$ cat src/design/rvsc_pkg.sv
// ----------------------------------------------------------------------------
// rvsc_pkg: shared types and constants of the RV32I subset step core.
// Opcodes, command codes, fault codes, controller states and bundles.
// ----------------------------------------------------------------------------
`default_nettype none
package rvsc_pkg;
  localparam int unsigned MemBytesDefault = 4096;

  localparam logic [1:0] CmdWrite = 2'd0;
  localparam logic [1:0] CmdSetPc = 2'd1;
  localparam logic [1:0] CmdExec  = 2'd2;

  localparam logic [1:0] FaultNone  = 2'd0;
  localparam logic [1:0] FaultFetch = 2'd1;
  localparam logic [1:0] FaultData  = 2'd2;

  localparam logic [6:0] OpImm    = 7'h13;
  localparam logic [6:0] OpReg    = 7'h33;
  localparam logic [6:0] OpLoad   = 7'h03;
  localparam logic [6:0] OpStore  = 7'h23;
  localparam logic [6:0] OpBranch = 7'h63;
  localparam logic [6:0] OpJal    = 7'h6F;
  localparam logic [6:0] OpJalr   = 7'h67;
  localparam logic [6:0] OpAuipc  = 7'h17;
  localparam logic [6:0] OpLui    = 7'h37;
  localparam logic [6:0] F7Alt    = 7'h20;

  typedef enum logic [3:0] {
    ST_CLEAR, ST_IDLE, ST_WRITE, ST_FETCH, ST_DECODE, ST_MEMRD,
    ST_LOADWAIT, ST_STORE, ST_DONE, ST_OUT
  } state_t;

  typedef struct packed {
    logic       clr_step;
    logic       load_req;
    logic       wr_step;
    logic       fetch_step;
    logic       decode;
    logic       ld_step;
    logic       ld_wait;
    logic       st_step;
    logic       commit;
  } ctrl_cmd_t;

  typedef struct packed {
    logic       clr_done;
    logic       wr_done;
    logic       fetch_done;
    logic       fetch_bad;
    logic       is_load;
    logic       is_store;
    logic       data_bad;
    logic       mem_done;
  } ctrl_sts_t;

  typedef struct packed {
    logic [1:0]  cmd;
    logic [11:0] byte_address;
    logic [31:0] word_data;
  } req_t;

  typedef struct packed {
    logic [31:0] pc_after;
    logic        reg_written;
    logic [4:0]  reg_index;
    logic [31:0] reg_value;
    logic        mem_written;
    logic [11:0] store_address;
    logic [31:0] store_value;
    logic [1:0]  fault;
  } rsp_t;
endpackage
`default_nettype wire

$ cat src/design/rvsc_ctrl.sv
// ----------------------------------------------------------------------------
// rvsc_ctrl: controller state machine of the step core.
// Sequences memory clearing, word writes, fetch, execute and result hand-off.
// ----------------------------------------------------------------------------
`default_nettype none
module rvsc_ctrl (
  input  wire logic                clk,
  input  wire logic                rst_n,
  input  wire logic                in_valid,
  input  wire logic [1:0]          in_cmd,
  output logic                     in_ready,
  output logic                     out_valid,
  input  wire logic                out_ready,
  output rvsc_pkg::ctrl_cmd_t      cmd_o,
  input  wire rvsc_pkg::ctrl_sts_t sts_i
);
  import rvsc_pkg::*;

  state_t state_r, state_nxt;

  always_ff @(posedge clk) begin
    if (!rst_n) begin
      state_r <= ST_CLEAR;
    end else begin
      state_r <= state_nxt;
    end
  end

  always_comb begin
    state_nxt = state_r;
    cmd_o     = '0;
    in_ready  = 1'b0;
    out_valid = 1'b0;
    case (state_r)
      ST_CLEAR: begin
        cmd_o.clr_step = 1'b1;
        if (sts_i.clr_done) begin
          state_nxt = ST_IDLE;
        end
      end
      ST_IDLE: begin
        in_ready = 1'b1;
        if (in_valid) begin
          cmd_o.load_req = 1'b1;
          if (in_cmd == CmdWrite) begin
            state_nxt = ST_WRITE;
          end else if (in_cmd == CmdExec) begin
            state_nxt = ST_FETCH;
          end else begin
            state_nxt = ST_OUT;
          end
        end
      end
      ST_WRITE: begin
        cmd_o.wr_step = 1'b1;
        if (sts_i.wr_done) begin
          state_nxt = ST_OUT;
        end
      end
      ST_FETCH: begin
        cmd_o.fetch_step = 1'b1;
        if (sts_i.fetch_bad || sts_i.fetch_done) begin
          state_nxt = sts_i.fetch_bad ? ST_OUT : ST_DECODE;
        end
      end
      ST_DECODE: begin
        cmd_o.decode = 1'b1;
        state_nxt = ST_MEMRD;
      end
      ST_MEMRD: begin
        if (sts_i.data_bad) begin
          state_nxt = ST_OUT;
        end else if (sts_i.is_load) begin
          cmd_o.ld_step = 1'b1;
          if (sts_i.mem_done) begin
            state_nxt = ST_LOADWAIT;
          end
        end else if (sts_i.is_store) begin
          state_nxt = ST_STORE;
        end else begin
          state_nxt = ST_DONE;
        end
      end
      ST_LOADWAIT: begin
        cmd_o.ld_wait = 1'b1;
        state_nxt = ST_DONE;
      end
      ST_STORE: begin
        cmd_o.st_step = 1'b1;
        if (sts_i.mem_done) begin
          state_nxt = ST_DONE;
        end
      end
      ST_DONE: begin
        cmd_o.commit = 1'b1;
        state_nxt = ST_OUT;
      end
      ST_OUT: begin
        out_valid = 1'b1;
        if (out_ready) begin
          state_nxt = ST_IDLE;
        end
      end
      default: begin
        state_nxt = ST_IDLE;
      end
    endcase
  end
endmodule
`default_nettype wire

$ cat config.mk
export PLATFORM = sky130hd
export DESIGN_NAME = rvsc_ctrl
export DESIGN_NICKNAME = d
export VERILOG_FILES = /design/src/design/rvsc_pkg.sv /design/src/design/rvsc_ctrl.sv
export SDC_FILE = /design/constraint.sdc
export NUM_CORES = 1
export LEC_CHECK = 0
export ABC_AREA = 0
export BUFFER_PORTS_ARGS = -buffer_cell sky130_fd_sc_hd__buf_2
export CORE_AREA = 2 2 39 41
export CTS_CLUSTER_SIZE = 14
export DETAILED_ROUTE_END_ITERATION = 12
export DIE_AREA = 0 0 41 43
export PLACE_DENSITY = 0.65
export SETUP_SLACK_MARGIN = 0.5
export SLEW_MARGIN = 0
export SYNTH_ARGS = -nofsm -noshare
export SYNTH_HDL_FRONTEND = slang
export SYNTH_SLANG_ARGS = --single-unit
$ cat constraint.sdc
create_clock -name clk -period 1.7 [get_ports clk]
set_clock_uncertainty 0.1 [all_clocks]
set_input_delay 0.085 -clock clk [delete_from_list [all_inputs] [get_ports clk]]
set_output_delay 0.085 -clock clk [all_outputs]
set_load 0.02 [all_outputs]
==> results of run 1 <==
-- layer usage --
layer / global-route usage / part of all wire / up-vias
li1: - / - / 319
met5: 0 / 0 / -
met3: 0 / 0.041 / 4
met4: 0.06667 / 0.015 / 0
met2: 0.3844 / 0.57 / 25
met1: 0.2460 / 0.38 / 328
-- cell families after synthesis --
kind of cell           synth area share
AO/OA/AOI/OAI                    0.2633
flip-flops                       0.1702
buffers and inverters           0.05053
multiplexers                    0.04255
AND/OR/NAND/NOR                  0.4734
-- power by group through the flow --
stage / clock (mW) / combinational [mW] / sequential [mW]
4_1_cts: 0.121 / 0.977 / 0.197
6_report: 0.122 / 1.14 / 0.206
2_1_floorplan: 0 / 0.523 / 0.168
3_5_place_dp: 0 / 0.703 / 0.199
5_1_grt: 0.124 / 1.20 / 0.212
3_3_place_gp: 0 / 0.698 / 0.198
-- cells in the final DEF, fill, tap and decap left out, drive strengths merged --
master,n
buf,44
nand2b,7
nor2,7
o21ai,5
nor3,5
nand2,5
dfxtp,4
nor2b,3
clkbuf,3
nor4,2
mux2i,2
a21oi,2
inv,1
and4bb,1
and3,1
o31ai,1
or3,1
and2,1
a32oi,1
o211a,1
nor4b,1
a2bb2oi,1
and4,1
a221o,1
o221a,1
o22ai,1
nand4,1
a21boi,1
dlygate4sd3,1
-- layout make-up --
class,count,area [um^2],area share
clock buffer,3,22.52,0.02225
inverter,1,3.754,0.003708
multi-input combinational,53,494.2,0.4883
sequential,4,95.09,0.09394
tap,16,20.02,0.01978
timing repair buffer,45,376.6,0.3721
-- final timing paths --
check | startpoint | to | slack, ps | cells past startpoint
setup / recovery | state_r[0] | state_r[3] | 190 | 4
hold reg to reg | state_r[1] | state_r[1] | 530 | 3
hold / removal | in_cmd[0] | state_r[1] | 140 | 4
setup reg to reg | state_r[0] | state_r[3] | 190 | 4
-- synthesized netlist by cell type, drive strengths merged --
| cell type | count |
|---|---|
| nor2b | 3 |
| o21ai | 5 |
| and3 | 1 |
| nand4 | 1 |
| o22ai | 1 |
| and2 | 1 |
| o211a | 1 |
| nand2b | 7 |
| and4bb | 1 |
| inv | 1 |
| o31ai | 1 |
| o221a | 1 |
| or3 | 1 |
| a21boi | 1 |
| nor4 | 2 |
| dfxtp | 4 |
| a221o | 1 |
| nor3 | 5 |
| a2bb2oi | 1 |
| nor2 | 7 |
| a21oi | 2 |
| buf | 4 |
| mux2i | 2 |
| a32oi | 1 |
| nor4b | 1 |
| and4 | 1 |
| nand2 | 5 |
-- through the flow --
| stage | area, um^2 | utilization | instances | hold WS [ps] |
|---|---|---|---|---|
| 2_1_floorplan | 499.2 | - | 62 | 96.74 |
| 3_3_place_gp | 671.9 | 0.4855 | 105 | 240.4 |
| 3_5_place_dp | 671.9 | 0.4855 | 105 | 242.0 |
| 4_1_cts | 915.9 | 0.6618 | 118 | 129.9 |
| 5_1_grt | 1012 | 0.7315 | 122 | 179.8 |
| 6_report | 1012 | 0.7315 | 122 | 140.2 |
-- repair_timing --
| action | 4_1_cts | 5_1_grt |
|---|---|---|
| endpoints found under the setup margin | 15 | 15 |
| hold endpoints to repair | 1 | 0 |
| pin swaps | 14 | 9 |
| gates cloned | 0 | 0 |
| hold buffers | 1 | 0 |
| gates resized for setup | 39 | 15 |
| buffers inserted | 9 | 4 |
-- worst register-to-register path: stages, from the launching register on --
cell	delay, ps
dfxtp_4	360
nand2_2	70
or3_4	330
o211a_4	280
o221a_1	250
==> flow_metrics.tcl, run 1 <==
set metrics [dict create \
    p_sw_mw 0.6512 \
    power_frac_seq 0.140 \
    vias_per_cell 5.541 \
    fp.dieW_um 41 \
    max_slew_margin 0.8042 \
    nets 122 \
    grt_max_degree 12 \
    power.internal_mw 0.8193 \
    min_period_ps 1513 \
    power_mw 1.470 \
    cpLargestDelayFamily "compound AO/OA/AOI/OAI gates" \
    pre_cts_ws_ps 126.6 \
    ys_top_cells_by_area "dfxtp_1 (17%), nand2b_1 (8.0%), nor2_1 (5.6%)" \
    cts.sinks 4 \
    root_buffer "clkbuf_4" \
    path_buf_inv 0 \
    vias 676 \
    setup_viol 0 \
    nFillCells 90 \
    yosys.area.top_type "dfxtp_1" \
    io_pins 25 \
    p_per_area_mw_per_mm2 1453 \
    fmax_mhz 661.1 \
    power_frac_clock 0.083 \
    power_switching_share 0.4428 \
    grt_pass1_vias 641 \
    route.detailed.drc 0 \
    netlist_area_um2 470.5 \
    top_regs "state_r (4)" \
    cts.htree.levels 1 \
    grt_overflow_total 0 \
    cp-start-kind "register" \
    crit_slowest_cell "dfxtp_4" \
    top_register "state_r" \
    peakVddDrop_v 0.0007223 \
    fp.coreArea_mm2 0.001384 \
    synth_fp_nets 76 \
    hold_violations 0 \
    area_growth_pct 115.2 \
    worstHoldPathType "in2reg" \
    hpwlAfterDp_mm 1.092 \
    gp_congestion 0.8389 \
    clkTransAtPathRegs_ps 40 \
    power.leakage_nw 0.4342 \
    clockBufferDepth 2 \
    drtAntennaViolNets 0 \
    setup_tns_ps 0 \
    rsz0062_at_grt "yes" \
    dr.pass1.iters 5 \
    clock_latency_ps 240 \
    diodes 0 \
    cp_max_fo 6 \
    antenna_found_initial 0 \
    post_synth.cell_area_avg_um2 7.588 \
    tightest_slew_ps 293.1 \
    synthCells 62 \
    wl_mm 1.812 \
    ys_warn_count 0 \
    grt_pass1_wl_mm 2.601 \
    path_cells "nand2_2 > or3_4 > o211a_4 > o221a_1" \
    cp.required_ps 1720 \
    synthDistinctLibCells 29 \
    die-area_mm2 0.001763 \
    largest_reg_flops 4 \
    die_h_um 43 \
    first_iter_violations 10 \
    netlist.area_leader.share 0.1702 \
    maxSlewViolCount 0 \
    drive_above_1_share 0.7075 \
    worst_slack_ps 187.3 \
    grt_use_total 0.2103 \
    placementRows 14 \
    cts-buffers-inserted 3 \
    combPwrFrac 0.777 \
    synth_seq_area_share 0.1702 \
    critPathKind "reg2reg" \
    maxCapViolations 0 \
    cts_tree "yes" \
    port-buffer-count 24 \
    initial_core_util 0.3400 \
    status "finished, final reports clean" \
    end_kind "register" \
    synth-seq-cells 4 \
    wl_per_cell_um 14.85 \
    cp_data_arrival_time_ps 1530 \
    fin_crit_sh 0.8898 \
    slowest_delay_ps 360 \
]
Note: power is estimated with default switching activity, not from simulation.
==> run 2: changes to the inputs <==
TNS_END_PERCENT = 5   (was unset)
clock period = 1.49 ns   (was 1.7 ns; I/O delays follow)
==> run 2 against run 1 <==
Against the previous run:
- final cell count shrank 4.9%
- largest cell class unchanged
- via count fell by 6.5%
- utilization down 16 points
- sequential power grew 7%
- clock power grew 4%
- worst hold slack improved by 3.0 ps
- critical path type unchanged
- setup slack worse by 180 ps
==> flow_metrics.tcl, run 2 (synthesis gave the netlist of run 1 again) <==
set metrics [dict create \
    status "finished, final reports clean" \
    dr.pass1.iters 4 \
    hpwlAfterDp_mm 1.211 \
    cp_data_arrival_time_ps 1500 \
    p_per_area_mw_per_mm2 1669 \
    diodes 0 \
    area_growth_pct 67.29 \
    cp_max_fo 6 \
    cp.required_ps 1500 \
    tightest_slew_ps 253.5 \
    grt_pass1_wl_mm 2.283 \
    clkTransAtPathRegs_ps 40 \
    port-buffer-count 24 \
    clock_latency_ps 220 \
    final_cell_mix "buf_2 (20), buf_4 (17), nor2_1 (7)" \
    min_period_ps 1486 \
    cts_tree "yes" \
    gp_congestion 0.7851 \
    maxCapViolations 0 \
    top_register "state_r" \
    vias 632 \
    die-area_mm2 0.001763 \
    route.detailed.drc 0 \
    wl_mm 1.450 \
    largest_reg_flops 4 \
    fin_crit_sh 0.9972 \
    top_regs "state_r (4)" \
    nFillCells 129 \
    grt_pass1_vias 553 \
    post-cts-setup-buffers 0 \
    first_iter_violations 8 \
    initial_core_util 0.3400 \
    cp-start-kind "register" \
    grt_overflow_total 0 \
    fmax_mhz 673.0 \
    vias_per_cell 5.448 \
    grt_use_total 0.1797 \
    cts.htree.levels 1 \
    root_buffer "clkbuf_4" \
    drtAntennaViolNets 0 \
    fp.coreArea_mm2 0.001384 \
    worst_slack_ps 4.191 \
    placementRows 14 \
    wl_per_cell_um 12.50 \
    hold_violations 0 \
    final_common_cell "buf_2" \
    antenna_found_initial 0 \
    critPathKind "reg2reg" \
    nets 116 \
    io_pins 25 \
    maxSlewViolCount 0 \
    pre_cts_ws_ps -42.98 \
    worstHoldPathType "in2reg" \
    peakVddDrop_v 0.0007280 \
    rsz0062_at_grt "yes" \
    cts-buffers-inserted 3 \
    post-route-util 0.5687 \
    drive_above_1_share 0.5600 \
    cts.sinks 4 \
    end_kind "register" \
    die_h_um 43 \
    fp.dieW_um 41 \
    clockBufferDepth 2 \
    power.leakage_nw 0.3592 \
    max_slew_margin 0.8310 \
    grt_max_degree 12 \
    setup_viol 0 \
]
## run 2: power breakdown
| group | switching, mW | internal, mW | total [mW] |
|---|---|---|---|
| registers | 0.0536 | 0.167 | 0.220 |
| logic | 0.483 | 0.483 | 0.966 |
| clock network | 0.0376 | 0.0897 | 0.127 |
| total | 0.574 | 0.739 | 1.31 |
## run 2: per-stage QoR
step	power, mW	TNS [ps]	area (um^2)	instances	hold WS (ps)
6_report	1.313	0	787.0	116	143.2
4_1_cts	1.310	-1.300	777.0	116	142.9
2_1_floorplan	0.7710	0	483.0	62	86.24
3_3_place_gp	1.105	-0.5618	720.7	112	223.9
3_5_place_dp	1.121	-102.0	720.7	112	224.6
5_1_grt	1.418	-332.4	787.0	116	160.9
## run 2: final cells by class
cell class	count	area (um^2)	area share
Multi-Input combinational cell	53	390.4	0.4960
Timing Repair Buffer	39	257.7	0.3275
Sequential cell	4	92.59	0.1176
Clock buffer	3	22.52	0.02862
Tap cell	16	20.02	0.02544
Inverter	1	3.754	0.004769
## run 2: worst paths after layout
| kind | start | to | slack [ps] | depth (start not counted) |
|---|---|---|---|---|
| worst max-delay path | state_r[2] | state_r[3] | 4 | 5 |
| worst min register to register | state_r[0] | state_r[1] | 440 | 2 |
| worst max register to register | state_r[2] | state_r[3] | 4 | 5 |
| worst min-delay path | in_cmd[0] | state_r[1] | 140 | 4 |
## run 2: timing repair
item | in CTS | in global routing
pin swaps | 6 | 3
endpoints found under the hold margin | 1 | 0
resized for setup | 8 | 5
endpoints found under the setup margin | 15 | 15
hold buffers | 1 | 0
## run 2: per-layer routing
layer | share of wire | vias up | track usage | routed length (um)
met4 | 0.024 | 0 | 0.06000 | 35
li1 | - | 309 | - | -
met5 | 0 | - | 0 | 0
met2 | 0.53 | 24 | 0.3375 | 764
met3 | 0.054 | 4 | 0.005236 | 79
met1 | 0.39 | 295 | 0.1961 | 571
## run 2: critical path, cell delays in order, from the launching register on
cell      delay (ps)
dfxtp_4          350
and4bb_4         230
a32oi_2          200
o211a_4          230
nand2_2           50
o221a_1          210
==> run 3: changes to the inputs <==
clock period = 1.8 ns   (was 1.49 ns; I/O delays follow)
==> run 3 against run 2 <==
Against the previous run:
- critical path depth grew 1
- clock power shrank 13%
- register-to-register slack gained 280 ps
- maximum frequency shrank 2.0%
- count of clock-buffer cells in the layout is the same
- via count shrank 12%
- critical path type unchanged
- largest power group unchanged
- highest routed layer is now met3
==> flow_metrics.tcl, run 3 (synthesis gave the netlist of run 1 again) <==
set metrics [dict create \
    status "finished, final reports clean" \
    postCtsHoldBufs 0 \
    rsz0062_at_grt "yes" \
    hpwlAfterDp_mm 1.061 \
    combPwrFrac 0.707 \
    path_buf_inv 1 \
    end_kind "register" \
    cp_data_arrival_time_ps 1540 \
    drtAntennaViolNets 0 \
    slowest_delay_ps 340 \
    pre_cts_ws_ps 204.9 \
    wl_per_cell_um 12.68 \
    r2r-start "state_r[0]" \
    diodes 0 \
    p_sw_mw 0.4576 \
    top_regs "state_r (4)" \
    root_buffer "clkbuf_4" \
    die_h_um 43 \
    grt_overflow_total 0 \
    area_growth_pct 51.06 \
    wl_mm 1.382 \
    nets 109 \
    cp.required_ps 1820 \
    power.leakage_nw 0.3268 \
    final_cell_mix "buf_2 (24), nor2_1 (7), buf_4 (6)" \
    grt_pass1_wl_mm 2.263 \
    largest_reg_flops 4 \
    antenna_found_initial 0 \
    clock_latency_ps 240 \
    holdPathStages 3 \
    fmax_mhz 659.5 \
    die-area_mm2 0.001763 \
    hold_violations 0 \
    port-buffer-count 24 \
    crit_slowest_cell "dfxtp_4" \
    final_common_cell "buf_2" \
    worstHoldPathType "in2reg" \
    io_pins 25 \
    crit_cells 6 \
    power_frac_clock 0.110 \
    initial_core_util 0.3400 \
    tightest_slew_ps 313.9 \
    maxSlewViolCount 0 \
    fin_crit_sh 0.8424 \
    placementRows 14 \
    route.detailed.drc 0 \
    r2r_slack_ps 280 \
    cts.sinks 4 \
    fp.coreArea_mm2 0.001384 \
    cts_tree "yes" \
    hold_start "rst_n" \
    max_slew_margin 0.7903 \
    path_cells "buf_6 > and4bb_4 > a32oi_2 > o211a_4 > nand2_2 > o221a_1" \
    cts.htree.levels 1 \
    cp-start-kind "register" \
    min_period_ps 1516 \
    first_iter_violations 13 \
    placement.cell_area_um2 633.1 \
    power_switching_share 0.4578 \
    design_area_um2 710.7 \
    critPathKind "reg2reg" \
    cpLargestDelayFamily "compound AO/OA/AOI/OAI gates" \
    clockBufferDepth 2 \
    setup_tns_ps 0 \
    grt_max_degree 13 \
    cp_max_fo 6 \
    r2r_end "state_r[3]" \
    gp_congestion 0.8770 \
    vias_per_cell 5.128 \
    p_per_area_mw_per_mm2 1406 \
    cts-buffers-inserted 3 \
    power.internal_mw 0.5419 \
    peakVddDrop_v 0.0006143 \
    hold_end "state_r[0]" \
    post-route-util 0.5136 \
    setup_viol 0 \
    top_register "state_r" \
    fp.dieW_um 41 \
    clkTransAtPathRegs_ps 40 \
    grt_use_total 0.1859 \
    reg2reg_depth 6 \
    drive_above_1_share 0.5054 \
    dr.pass1.iters 4 \
    worst_slack_ps 283.7 \
    power_frac_seq 0.183 \
    vias 559 \
    grt_pass1_vias 565 \
    maxCapViolations 0 \
]
## run 3: worst register-to-register path, stage by stage (launching register included)
cell,delay [ps]
dfxtp_4,340
buf_6,110
and4bb_4,190
a32oi_2,190
o211a_4,230
nand2_2,50
o221a_1,190
## run 3: final cells by class
cell class	count	area [um^2]
fill	133	673.1
clock buffer	3	22.52
sequential	4	91.34
timing repair buffer	32	187.7
multi-input combinational	53	385.4
inverter	1	3.754
tap	16	20.02
## run 3: what timing repair did
action | CTS | global route
gates resized for setup | 5 | 2
buffers inserted | 4 | 0
endpoints found under the setup margin | 15 | 15
pin swaps | 4 | 2
## run 3: how the worst max path moves through the flow
stage	from	endpoint	slack, ps
after floorplan	state_r[3]	state_r[3]	340
after global placement	state_r[2]	state_r[3]	250
after detailed placement	state_r[0]	state_r[3]	200
after CTS	state_r[0]	state_r[0]	280
after global routing	state_r[0]	state_r[0]	210
final	state_r[0]	state_r[3]	280
## run 3: power by group through the flow
stage,combinational [mW],sequential (mW),clock (mW)
3_5_place_dp,0.619,0.188,0
6_report,0.707,0.183,0.110
3_3_place_gp,0.616,0.187,0
4_1_cts,0.698,0.179,0.116
2_1_floorplan,0.479,0.159,0
5_1_grt,0.770,0.188,0.120
## run 3: routing by layer
layer	GRT usage	routed length, um	vias to the layer above
met3	0.04712	65	0
met4	0.08000	0	0
li1	-	-	296
met5	0	0	-
met2	0.3063	671	18
met1	0.2129	645	245
## run 3: stage by stage
| step | std cells | power (mW) | hold slack [ps] |
|---|---|---|---|
| 3_3_place_gp | 102 | 0.8031 | 267.4 |
| 4_1_cts | 109 | 0.9930 | 12.30 |
| 2_1_floorplan | 62 | 0.6382 | 101.7 |
| 6_report | 109 | 0.9996 | 12.32 |
| 3_5_place_dp | 102 | 0.8075 | 265.7 |
| 5_1_grt | 109 | 1.078 | 24.21 |
